$ cat config.mk
export PLATFORM = sky130hd
export DESIGN_NAME = camera_pixel_format_converter
export DESIGN_NICKNAME = d
export VERILOG_FILES = /design/src/cpfc_pkg.sv /design/src/cpfc_front.sv /design/src/cpfc_div.sv /design/src/cpfc_back.sv /design/src/camera_pixel_format_converter.sv
export SDC_FILE = /design/constraint.sdc
export NUM_CORES = 2
export LEC_CHECK = 0
export BUFFER_PORTS_ARGS = -buffer_cell sky130_fd_sc_hd__buf_2
export CELL_PAD_IN_SITES_DETAIL_PLACEMENT = 0
export CELL_PAD_IN_SITES_GLOBAL_PLACEMENT = 1
export CORE_MARGIN = 3
export CORE_UTILIZATION = 55
export CTS_BUF_LIST = sky130_fd_sc_hd__clkbuf_8
export DETAILED_ROUTE_END_ITERATION = 6
export GPL_TIMING_DRIVEN = 0
export PLACE_DENSITY_LB_ADDON = 0.1
export SYNTH_ARGS = -nofsm -noshare
export SYNTH_HDL_FRONTEND = slang
export SYNTH_HIERARCHICAL = 1
export SYNTH_SLANG_ARGS = --single-unit
$ cat constraint.sdc
create_clock -name clk -period 15.14 [get_ports clk]
set_input_delay 1.514 -clock clk [delete_from_list [all_inputs] [get_ports clk]]
set_output_delay 1.514 -clock clk [all_outputs]
set_load 0.01 [all_outputs]
$ cat src/cpfc_pkg.sv
`default_nettype none
// ----------------------------------------------------------------------------
// cpfc_pkg
// shared types and constants of the camera pixel format converter
// ----------------------------------------------------------------------------
package cpfc_pkg;

  localparam logic [1:0] FMT_RGB32 = 2'd0;
  localparam logic [1:0] FMT_Y16   = 2'd1;
  localparam logic [1:0] FMT_YUY2  = 2'd2;
  localparam logic [1:0] FMT_NV12  = 2'd3;

  localparam logic [1:0] REG_FORMAT = 2'd0;
  localparam logic [1:0] REG_MIRROR = 2'd1;
  localparam logic [1:0] REG_WIDTH  = 2'd2;
  localparam logic [1:0] REG_HEIGHT = 2'd3;

  localparam int CFG_DATA_W = 13;
  localparam int IDX_W      = 24;

  // one classified pair handed from the front part to the back part
  typedef struct packed {
    logic [1:0]  fmt;
    logic [IDX_W-1:0] idx0;
    logic [IDX_W-1:0] idx1;
    logic        last;
    logic [15:0] luma0;
    logic [15:0] luma1;
    logic [7:0]  cb;
    logic [7:0]  cr;
    logic [7:0]  r0;
    logic [7:0]  g0;
    logic [7:0]  b0;
    logic [7:0]  r1;
    logic [7:0]  g1;
    logic [7:0]  b1;
    logic [15:0] smin;
    logic [15:0] srange;
  } cpfc_job_t;

  // one output pixel
  typedef struct packed {
    logic [IDX_W-1:0] idx;
    logic [7:0]  r;
    logic [7:0]  g;
    logic [7:0]  b;
    logic [7:0]  sr;
    logic [7:0]  sg;
    logic [7:0]  sb;
    logic [15:0] samp;
    logic        last;
  } cpfc_pix_t;

  function automatic logic [7:0] clamp255(input logic signed [11:0] v);
    if (v < 0) return 8'd0;
    if (v > 12'sd255) return 8'd255;
    return v[7:0];
  endfunction

endpackage

`default_nettype wire

$ cat src/cpfc_front.sv
`default_nettype none
// ----------------------------------------------------------------------------
// cpfc_front
// accepts items, tracks raster position and y16 min/max, builds jobs
// ----------------------------------------------------------------------------
module cpfc_front #(
  parameter int MAX_WIDTH  = 4096,
  parameter int MAX_HEIGHT = 4096
) (
  input  wire logic                 clk,
  input  wire logic                 rst_n,
  input  wire logic                 cfg_we,
  input  wire logic [1:0]           cfg_index,
  input  wire logic [12:0]          cfg_data,
  input  wire logic                 in_valid,
  output logic                      in_ready,
  input  wire logic                 in_req_type,
  input  wire logic [15:0]          in_luma_first,
  input  wire logic [15:0]          in_luma_second,
  input  wire logic [7:0]           in_chroma_blue,
  input  wire logic [7:0]           in_chroma_red,
  input  wire logic [7:0]           in_red_first,
  input  wire logic [7:0]           in_green_first,
  input  wire logic [7:0]           in_blue_first,
  input  wire logic [7:0]           in_red_second,
  input  wire logic [7:0]           in_green_second,
  input  wire logic [7:0]           in_blue_second,
  output logic                      job_valid,
  input  wire logic                 job_ready,
  output cpfc_pkg::cpfc_job_t       job
);
  import cpfc_pkg::*;

  localparam int CW = $clog2(MAX_WIDTH + 1);
  localparam int RW = $clog2(MAX_HEIGHT + 1);
  localparam logic [13:0] MAXW_EVEN = 14'(MAX_WIDTH) & ~14'd1;
  localparam logic [13:0] MAXH = 14'(MAX_HEIGHT);

  logic [1:0]  fmt_r;
  logic        mirror_r;
  logic [12:0] width_r, height_r;
  logic [CW-1:0] col_r;
  logic [RW-1:0] row_r;
  logic [15:0] smin_r, smax_r;
  logic        job_valid_r;
  cpfc_job_t   job_r;

  logic [13:0] w_e, h_e, w_tmp;
  logic [CW-1:0] col_c;
  logic [RW-1:0] row_c;
  logic [15:0] mn, mx, mn_nxt, mx_nxt;
  logic        accept, last_pair, wrap_col;
  logic [CW+1:0] col2;
  logic [IDX_W+1:0] base;
  logic [IDX_W-1:0] c0, c1;

  always_comb begin
    w_tmp = {1'b0, width_r & ~13'd1};
    if (w_tmp < 14'd2) w_tmp = 14'd2;
    if (w_tmp > MAXW_EVEN) w_tmp = MAXW_EVEN;
    w_e = w_tmp;
    h_e = {1'b0, height_r};
    if (h_e < 14'd1) h_e = 14'd1;
    if (h_e > MAXH) h_e = MAXH;
    col_c = (14'(col_r) >= w_e) ? '0 : col_r;
    row_c = (14'(row_r) >= h_e) ? '0 : row_r;
    col2 = (CW+2)'(col_c) + (CW+2)'(2);
    wrap_col = 14'(col2) >= w_e;
    last_pair = wrap_col && (14'(row_c) + 14'd1 >= h_e);
    base = (IDX_W+2)'(row_c) * (IDX_W+2)'(w_e);
    if (mirror_r) begin
      c0 = IDX_W'(w_e) - IDX_W'(1) - IDX_W'(col_c);
      c1 = c0 - IDX_W'(1);
    end else begin
      c0 = IDX_W'(col_c);
      c1 = c0 + IDX_W'(1);
    end
    mn = (col_c == '0 && row_c == '0) ? 16'hFFFF : smin_r;
    mx = (col_c == '0 && row_c == '0) ? 16'h0000 : smax_r;
    mn_nxt = mn;
    mx_nxt = mx;
    if (in_luma_first < mn_nxt) mn_nxt = in_luma_first;
    if (in_luma_first > mx_nxt) mx_nxt = in_luma_first;
    if (in_luma_second < mn_nxt) mn_nxt = in_luma_second;
    if (in_luma_second > mx_nxt) mx_nxt = in_luma_second;
  end

  assign in_ready = !job_valid_r || job_ready;
  assign accept = in_valid && in_ready;
  assign job_valid = job_valid_r;
  assign job = job_r;

  always_ff @(posedge clk) begin
    if (!rst_n) begin
      fmt_r <= FMT_RGB32;
      mirror_r <= 1'b0;
      width_r <= 13'd640;
      height_r <= 13'd480;
      col_r <= '0;
      row_r <= '0;
      smin_r <= 16'hFFFF;
      smax_r <= 16'h0000;
      job_valid_r <= 1'b0;
    end else begin
      if (cfg_we) begin
        unique case (cfg_index)
          REG_FORMAT: fmt_r <= cfg_data[1:0];
          REG_MIRROR: mirror_r <= cfg_data[0];
          REG_WIDTH:  width_r <= cfg_data;
          REG_HEIGHT: height_r <= cfg_data;
          default: ;
        endcase
      end
      if (job_ready) job_valid_r <= 1'b0;
      if (accept) begin
        if (wrap_col) begin
          col_r <= '0;
          row_r <= (14'(row_c) + 14'd1 >= h_e) ? '0 : row_c + RW'(1);
        end else begin
          col_r <= col2[CW-1:0];
          row_r <= row_c;
        end
        if (!in_req_type) begin
          smin_r <= mn_nxt;
          smax_r <= mx_nxt;
        end else begin
          job_valid_r <= 1'b1;
        end
      end
    end
  end

  always_ff @(posedge clk) begin
    if (accept && in_req_type) begin
      job_r.fmt <= fmt_r;
      job_r.idx0 <= base[IDX_W-1:0] + c0;
      job_r.idx1 <= base[IDX_W-1:0] + c1;
      job_r.last <= last_pair;
      job_r.luma0 <= in_luma_first;
      job_r.luma1 <= in_luma_second;
      job_r.cb <= in_chroma_blue;
      job_r.cr <= in_chroma_red;
      job_r.r0 <= in_red_first;
      job_r.g0 <= in_green_first;
      job_r.b0 <= in_blue_first;
      job_r.r1 <= in_red_second;
      job_r.g1 <= in_green_second;
      job_r.b1 <= in_blue_second;
      job_r.smin <= smin_r;
      job_r.srange <= (smax_r > smin_r) ? smax_r - smin_r : 16'd1;
    end
  end

`ifndef NO_ASSERTIONS
  a_no_job_on_scan: assert property (@(posedge clk) disable iff (!rst_n)
    (in_valid && in_ready && !in_req_type && !job_valid) |=> !job_valid)
    else $error("scan item produced a job");
  a_hold_job: assert property (@(posedge clk) disable iff (!rst_n)
    (job_valid && !job_ready) |=> job_valid && $stable(job))
    else $error("job dropped while stalled");
  a_minmax: assert property (@(posedge clk) disable iff (!rst_n)
    (in_valid && in_ready && !in_req_type) |=> smin_r <= smax_r)
    else $error("min above max after scan");
`endif

endmodule

`default_nettype wire

$ cat src/cpfc_div.sv
`default_nettype none
// ----------------------------------------------------------------------------
// cpfc_div
// restoring divider, one quotient bit per cycle, 24 by 16 bits
// ----------------------------------------------------------------------------
module cpfc_div (
  input  wire logic        clk,
  input  wire logic        rst_n,
  input  wire logic        start,
  input  wire logic [23:0] num,
  input  wire logic [15:0] den,
  output logic             done,
  output logic [23:0]      quo
);
  logic [23:0] q_r, q_nxt;
  logic [16:0] rem_r, rem_nxt, trial;
  logic [15:0] den_r;
  logic [4:0]  cnt_r;
  logic        busy_r;

  always_comb begin
    trial = {rem_r[15:0], q_r[23]};
    q_nxt = {q_r[22:0], 1'b0};
    rem_nxt = trial;
    if (trial >= {1'b0, den_r}) begin
      rem_nxt = trial - {1'b0, den_r};
      q_nxt[0] = 1'b1;
    end
  end

  assign done = busy_r && cnt_r == 5'd0;
  assign quo = q_r;

  always_ff @(posedge clk) begin
    if (!rst_n) begin
      busy_r <= 1'b0;
      cnt_r <= '0;
    end else if (start) begin
      busy_r <= 1'b1;
      cnt_r <= 5'd24;
    end else if (busy_r) begin
      if (cnt_r == 5'd0) busy_r <= 1'b0;
      else cnt_r <= cnt_r - 5'd1;
    end
  end

  always_ff @(posedge clk) begin
    if (start) begin
      q_r <= num;
      rem_r <= '0;
      den_r <= den;
    end else if (busy_r && cnt_r != 5'd0) begin
      q_r <= q_nxt;
      rem_r <= rem_nxt;
    end
  end

endmodule

`default_nettype wire

$ cat src/cpfc_back.sv
`default_nettype none
// ----------------------------------------------------------------------------
// cpfc_back
// converts one job into two output pixels and emits them in order
// ----------------------------------------------------------------------------
module cpfc_back #(
  parameter int COEF_FRACTION_BITS = 16
) (
  input  wire logic                clk,
  input  wire logic                rst_n,
  input  wire logic                job_valid,
  output logic                     job_ready,
  input  wire cpfc_pkg::cpfc_job_t job,
  output logic                     pix_valid,
  input  wire logic                pix_ready,
  output cpfc_pkg::cpfc_pix_t      pix
);
  import cpfc_pkg::*;

  localparam int F = COEF_FRACTION_BITS;
  localparam int CW = F + 2;
  localparam logic [CW-1:0] COEF_RV =
    CW'((64'd1402 * (64'd1 << F) + 64'd500) / 64'd1000);
  localparam logic [CW-1:0] COEF_GU =
    CW'((64'd344136 * (64'd1 << F) + 64'd500000) / 64'd1000000);
  localparam logic [CW-1:0] COEF_GV =
    CW'((64'd714136 * (64'd1 << F) + 64'd500000) / 64'd1000000);
  localparam logic [CW-1:0] COEF_BU =
    CW'((64'd1772 * (64'd1 << F) + 64'd500) / 64'd1000);

  typedef enum logic [2:0] {
    ST_IDLE, ST_MUL, ST_DIV, ST_OUT0, ST_OUT1
  } state_t;

  state_t    state_r;
  cpfc_job_t job_r;
  logic      k_r;
  logic signed [9:0] crv_r, cgu_r, cgv_r, cbu_r;
  logic [7:0] gray_r;
  logic      div_done;
  logic [23:0] div_q;
  cpfc_pix_t pix_r;

  logic [8:0]  dm, em;
  logic        dn, en;
  logic [CW+8:0] prv, pgu, pgv, pbu;
  logic [15:0] s;
  logic [23:0] num;

  assign dn = job_r.cb < 8'd128;
  assign en = job_r.cr < 8'd128;
  assign dm = dn ? 9'd128 - {1'b0, job_r.cb} : {1'b0, job_r.cb} - 9'd128;
  assign em = en ? 9'd128 - {1'b0, job_r.cr} : {1'b0, job_r.cr} - 9'd128;
  assign prv = (CW+9)'(em) * (CW+9)'(COEF_RV);
  assign pgu = (CW+9)'(dm) * (CW+9)'(COEF_GU);
  assign pgv = (CW+9)'(em) * (CW+9)'(COEF_GV);
  assign pbu = (CW+9)'(dm) * (CW+9)'(COEF_BU);
  assign s = k_r ? job_r.luma1 : job_r.luma0;
  assign num = 24'(s - job_r.smin) * 24'd255;

  logic run_div_r;
  cpfc_div u_div (
    .clk(clk), .rst_n(rst_n), .start(run_div_r), .num(num), .den(job_r.srange),
    .done(div_done), .quo(div_q)
  );

  logic [7:0] y8;
  logic signed [11:0] yv;
  always_comb begin
    y8 = k_r ? job_r.luma1[7:0] : job_r.luma0[7:0];
    yv = 12'(y8);
    pix = pix_r;
  end

  assign job_ready = (state_r == ST_IDLE);
  assign pix_valid = (state_r == ST_OUT0) || (state_r == ST_OUT1);

  function automatic logic signed [9:0] sgn(input logic [CW+8:0] p, input logic neg);
    logic [9:0] m;
    m = 10'(p >> F);
    return neg ? -$signed(m) : $signed(m);
  endfunction

  always_ff @(posedge clk) begin
    if (!rst_n) begin
      state_r <= ST_IDLE;
      k_r <= 1'b0;
      run_div_r <= 1'b0;
    end else begin
      run_div_r <= 1'b0;
      unique case (state_r)
        ST_IDLE: begin
          k_r <= 1'b0;
          if (job_valid) begin
            job_r <= job;
            state_r <= ST_MUL;
          end
        end
        ST_MUL: begin
          crv_r <= sgn(prv, en);
          cgu_r <= sgn(pgu, dn);
          cgv_r <= sgn(pgv, en);
          cbu_r <= sgn(pbu, dn);
          if (job_r.fmt == FMT_Y16) begin
            run_div_r <= 1'b1;
            state_r <= ST_DIV;
          end else begin
            state_r <= ST_OUT0;
          end
        end
        ST_DIV: begin
          if (div_done && !run_div_r) begin
            if (s < job_r.smin) gray_r <= 8'd0;
            else gray_r <= (div_q > 24'd255) ? 8'd255 : div_q[7:0];
            state_r <= ST_OUT0;
          end
        end
        ST_OUT0, ST_OUT1: begin
          if (pix_ready) begin
            if (k_r) begin
              state_r <= ST_IDLE;
            end else begin
              k_r <= 1'b1;
              if (job_r.fmt == FMT_Y16) begin
                run_div_r <= 1'b1;
                state_r <= ST_DIV;
              end else begin
                state_r <= ST_OUT1;
              end
            end
          end
        end
        default: state_r <= ST_IDLE;
      endcase
    end
  end

  always_comb begin
    pix_r.idx = k_r ? job_r.idx1 : job_r.idx0;
    pix_r.last = k_r && job_r.last;
    pix_r.samp = 16'd0;
    case (job_r.fmt)
      FMT_RGB32: begin
        pix_r.r = k_r ? job_r.b1 : job_r.b0;
        pix_r.g = pix_r.r;
        pix_r.b = pix_r.r;
        pix_r.sr = k_r ? job_r.r1 : job_r.r0;
        pix_r.sg = k_r ? job_r.g1 : job_r.g0;
        pix_r.sb = pix_r.r;
      end
      FMT_Y16: begin
        pix_r.r = gray_r;
        pix_r.g = gray_r;
        pix_r.b = gray_r;
        pix_r.sr = gray_r;
        pix_r.sg = gray_r;
        pix_r.sb = gray_r;
        pix_r.samp = s;
      end
      default: begin
        pix_r.r = clamp255(yv + 12'(crv_r));
        pix_r.g = clamp255(yv - 12'(cgu_r) - 12'(cgv_r));
        pix_r.b = clamp255(yv + 12'(cbu_r));
        pix_r.sr = pix_r.r;
        pix_r.sg = pix_r.g;
        pix_r.sb = pix_r.b;
      end
    endcase
  end

`ifndef NO_ASSERTIONS
  a_last_second: assert property (@(posedge clk) disable iff (!rst_n)
    (pix_valid && pix.last) |-> k_r)
    else $error("frame end flagged on first pixel");
  a_take_idle: assert property (@(posedge clk) disable iff (!rst_n)
    (job_valid && job_ready) |=> state_r == ST_MUL)
    else $error("job taken without starting");
  a_out_hold: assert property (@(posedge clk) disable iff (!rst_n)
    (pix_valid && !pix_ready) |=> pix_valid && $stable(pix))
    else $error("pixel changed while stalled");
`endif

endmodule

`default_nettype wire

$ cat src/camera_pixel_format_converter.sv
`default_nettype none
// a convert item passes the front job register, then the back states MUL
// and OUT0 (yuv, rgb32), with state DIV before OUT0 in y16 mode, where
// a bit-serial divider runs; the back takes a job only when it is idle
// a one-deep job queue from front to back lets scan items flow while empty
// reset: synchronous active low, registers to defaults, min 65535, max 0
// ----------------------------------------------------------------------------
// camera_pixel_format_converter
// camera pixels to rgb preview and snapshot pixels, two per convert item
// ----------------------------------------------------------------------------
module camera_pixel_format_converter #(
  parameter int MAX_WIDTH = 4096,
  parameter int MAX_HEIGHT = 4096,
  parameter int COEF_FRACTION_BITS = 16
) (
  input  wire logic        clk,
  input  wire logic        rst_n,
  input  wire logic        cfg_we,
  input  wire logic [1:0]  cfg_index,
  input  wire logic [12:0] cfg_data,
  input  wire logic        in_valid,
  output logic             in_ready,
  input  wire logic        in_req_type,
  input  wire logic [15:0] in_luma_first,
  input  wire logic [15:0] in_luma_second,
  input  wire logic [7:0]  in_chroma_blue,
  input  wire logic [7:0]  in_chroma_red,
  input  wire logic [7:0]  in_red_first,
  input  wire logic [7:0]  in_green_first,
  input  wire logic [7:0]  in_blue_first,
  input  wire logic [7:0]  in_red_second,
  input  wire logic [7:0]  in_green_second,
  input  wire logic [7:0]  in_blue_second,
  output logic             out_valid,
  input  wire logic        out_ready,
  output logic [23:0]      out_pixel_index,
  output logic [7:0]       out_red,
  output logic [7:0]       out_green,
  output logic [7:0]       out_blue,
  output logic [7:0]       out_snap_red,
  output logic [7:0]       out_snap_green,
  output logic [7:0]       out_snap_blue,
  output logic [15:0]      out_snap_sample,
  output logic             out_frame_last
);
  import cpfc_pkg::*;

  logic      job_valid, job_ready;
  cpfc_job_t job;
  cpfc_pix_t pix;

  cpfc_front #(.MAX_WIDTH(MAX_WIDTH), .MAX_HEIGHT(MAX_HEIGHT)) u_front (
    .clk(clk), .rst_n(rst_n), .cfg_we(cfg_we), .cfg_index(cfg_index),
    .cfg_data(cfg_data), .in_valid(in_valid), .in_ready(in_ready),
    .in_req_type(in_req_type), .in_luma_first(in_luma_first),
    .in_luma_second(in_luma_second), .in_chroma_blue(in_chroma_blue),
    .in_chroma_red(in_chroma_red), .in_red_first(in_red_first),
    .in_green_first(in_green_first), .in_blue_first(in_blue_first),
    .in_red_second(in_red_second), .in_green_second(in_green_second),
    .in_blue_second(in_blue_second), .job_valid(job_valid),
    .job_ready(job_ready), .job(job)
  );

  cpfc_back #(.COEF_FRACTION_BITS(COEF_FRACTION_BITS)) u_back (
    .clk(clk), .rst_n(rst_n), .job_valid(job_valid), .job_ready(job_ready),
    .job(job), .pix_valid(out_valid), .pix_ready(out_ready), .pix(pix)
  );

  assign out_pixel_index = pix.idx;
  assign out_red = pix.r;
  assign out_green = pix.g;
  assign out_blue = pix.b;
  assign out_snap_red = pix.sr;
  assign out_snap_green = pix.sg;
  assign out_snap_blue = pix.sb;
  assign out_snap_sample = pix.samp;
  assign out_frame_last = pix.last;

`ifndef NO_ASSERTIONS
  a_last_keeps: assert property (@(posedge clk) disable iff (!rst_n)
    (out_valid && out_ready && out_frame_last) |=> !(out_valid && out_frame_last))
    else $error("frame end repeated");
  a_gray_sample: assert property (@(posedge clk) disable iff (!rst_n)
    (out_valid && out_snap_sample != 16'd0) |-> (out_red == out_green))
    else $error("y16 pixel not gray");
  a_in_hold: assert property (@(posedge clk) disable iff (!rst_n)
    (in_valid && !in_ready) |=> in_valid)
    else $error("input item withdrawn");
`endif

endmodule

`default_nettype wire

==> impl_metrics.toml <==
[floorplan]
core_area_um2 = 85800
die_h_um = 301
floorplan.initialDensity = 0.559
row_count = 107
io_pins = 208
die_x_um = 301
die_area_um2 = 90900

[synthesis]
synth_ff_type = "edfxtp_1"
yosys-top-cells-count = "inv_1 (753), ha_1 (560), edfxtp_1 (446)"
synth-edff-count = 446
syn_area_um2 = 48000
synth_area_leader_cell = "edfxtp_1"
ys_top_cells_by_area = "edfxtp_1 (28%), ha_1 (15%), fa_1 (13%)"
ys_ff_latch = 560
synth_area_per_cell_um2 = 9.90
async_reset_ff_frac = 0
yosysWarnings = 6
synth.distinct_cells = 109
ys_seq_area_frac = 0.327
yosysMostFrequentCell = "inv_1"
yosys.area.top_type_share = 0.279
netlist_instances = 4848

[critical_path]
crit_slowest_cell = "clkbuf_1"
crit_type = "register to register"
reg2regPathDepth = 44
slowest_delay_ns = 0.58
worstPathRequired_ns = 15.72
worstSetupEndpointType = "register"
arrival_ns = 11.82
crit_path_start_kind = "register"
worstPathMaxFanout = 11

[finish]
seqCellArea_um2 = 15700
area_delta_synth_final_pct = 9.65
design_area_um2 = 52600
drive_gt1_frac = 0.103
nets = 6168
multi_input_area_um2 = 29000
nFillCells = 7400

[drt]
drt_iter0_drc = 2248
dr.pass1.iters = 5
drc = 0
ant_nets = 0
via_count = 35600
wl_per_cell_um = 19.0
totalWireLength_um = 122000
avgViaCountPerCell = 5.55

[pwr]
ir_worst_vdd_v = 0.000295
power_uw = 7240
pwr_density_cell_nw_per_um2 = 137
cellLeakagePower_uw = 0.0238

[place]
placed_cell_area_um2 = 50700
preCtsSetupSlack_ns = 4.22
routabilityCongestion = 0.910
io_buffers = 207
hpwlAfterDp_um = 97600

[sta]
fin_crit_ns = 11.25
fin_crit_sh = 0.743
fin_ws_ns = 3.89
max_slew_margin = 0.164
setup-tns-final_ns = 0
finalHoldViolCount = 0
drv_slew = 0
rsz0062_at_grt = "false"
clock_skew_ns = 0.0755
setup_viol = 0
fmax_mhz = 88.9
worst_pin_slew_ns = 1.24

[clock_network]
clockBufferDepth = 3
h-tree-depth = 3
cts_setup_buffers = 0
cts-buffers-inserted = 97
clock_latency_ns = 0.78
clock_sinks = 560
cts_tree = "built"
path_clk_slew_ns = 0.06
ctsResizeCount = 0
root_buffer = "clkbuf_8"
cts_hold_buf = 0

[job]
max-cap-violations = 0

[grt]
grt_usage = 0.273
grt_pass1_wl_um = 194000
grt_overflow_total = 0
grt_max_degree = 113
grt_pass1_vias = 35300
antenna_found_initial = 14

[worst_hold_path]
hold_class = "register to register"
min_path_cells = 0

[run_status]
status = "complete, no violations"
## path summary, 6_finish.rpt
| kind | from | endpoint | slack, ns |
|---|---|---|---|
| max | u_front/width_r[12]$_SDFFE_PN0P_ | u_front/smin_r[13]$_SDFFE_PN1P_ | 3.89 |
| min | u_front/job[24]$_DFFE_PP_ | u_back/job_r[24]$_DFFE_PP_ | 0.35 |
| max reg2reg | u_front/width_r[12]$_SDFFE_PN0P_ | u_front/smin_r[13]$_SDFFE_PN1P_ | 3.89 |
| min reg2reg | u_front/job[24]$_DFFE_PP_ | u_back/job_r[24]$_DFFE_PP_ | 0.35 |
## power breakdown
group / total (uW) / leakage [uW] / internal [uW] / switching, uW
Combinational: 4000 / 0.0177 / 1660 / 2340
Clock: 1390 / 0.00112 / 713 / 674
Sequential: 1850 / 0.00500 / 1800 / 45.6
Total: 7240 / 0.0238 / 4180 / 3060
## area by class of cell
| type | instances | area share |
|---|---|---|
| Clock inverter | 82 | 0.0105 |
| Antenna cell | 7 | 0.000333 |
| Timing Repair Buffer | 213 | 0.0222 |
| Inverter | 761 | 0.0544 |
| Clock buffer | 100 | 0.0261 |
| Buffer | 139 | 0.0112 |
| Tap cell | 1144 | 0.0272 |
| Multi-Input combinational cell | 3402 | 0.550 |
| Sequential cell | 560 | 0.298 |
## routing by layer
layer	up-vias	track usage	routed length, um	part of all wire
met5	-	0	27	0.00022
met1	17100	0.375	55000	0.45
met2	982	0.439	56200	0.46
li1	17300	-	-	-
met3	193	0.0469	6970	0.057
met4	4	0.0885	3870	0.032
## critical path, delay by kind of cell, from the launching register on
kind / cells / cell delay [ns]
fa+ha+maj: 4 / 1.22
buf+inv: 9 / 3.50
simple gates: 11 / 2.02
flops: 1 / 0.30
compound gates: 20 / 4.00
## per-stage QoR
| step | util | hold slack, ns | instances |
|---|---|---|---|
| finish | 0.613 | 0.352 | 6408 |
| global route | 0.613 | 0.368 | 6404 |
| CTS | 0.613 | 0.361 | 6401 |
| detailed placement | 0.591 | 0.405 | 6219 |
| global placement | 0.589 | 0.400 | 6213 |
| floorplan | - | 0.400 | 4862 |
## layout by cell type (no fill, tap or decap), types with 47 or more instances in the layout
| master | n |
|---|---|
| xor2_1 | 82 |
| a21oi_1 | 206 |
| nand2_1 | 379 |
| nand3_1 | 79 |
| xnor2_1 | 169 |
| ha_1 | 560 |
| dfxtp_1 | 114 |
| nor2_1 | 343 |
| a21o_1 | 83 |
| clkbuf_8 | 100 |
| and2_1 | 57 |
| mux2_2 | 117 |
| clkbuf_1 | 105 |
| edfxtp_1 | 446 |
| nor2b_1 | 59 |
| nand2b_1 | 49 |
| buf_2 | 217 |
| inv_1 | 786 |
| fa_1 | 317 |
| o21ai_0 | 173 |
| o21a_1 | 47 |
| nor3_1 | 83 |
## flip-flops by register name (all words and copies together) (netlist names), 10 cells and up
name,count
u_back/u_div/quo,24
u_back/cgu_r,10
u_front/col_r,13
u_front/job,179
u_back/u_div/den_r,16
u_front/smin_r,16
u_front/width_r,12
u_back/crv_r,10
u_front/row_r,13
u_back/cgv_r,10
u_front/smax_r,16
u_back/cbu_r,10
u_front/height_r,13
u_back/u_div/rem_r,16
u_back/job_r,179
## kinds of logic (layout without fill, tap and decap cells)
kind of cell,after synthesis,in the layout,share of synthesized area
AO/OA/AOI/OAI,875,875,0.122
XOR/XNOR,255,255,0.0473
adder cells (fa/ha/maj),877,877,0.278
buffers and inverters,900,1295,0.0718
flip-flops,560,560,0.327
multiplexers,135,135,0.0312
other,3,24,0.000235
AND/OR/NAND/NOR,1243,1243,0.123
No activity file was read; power rests on OpenSTA's default activity.
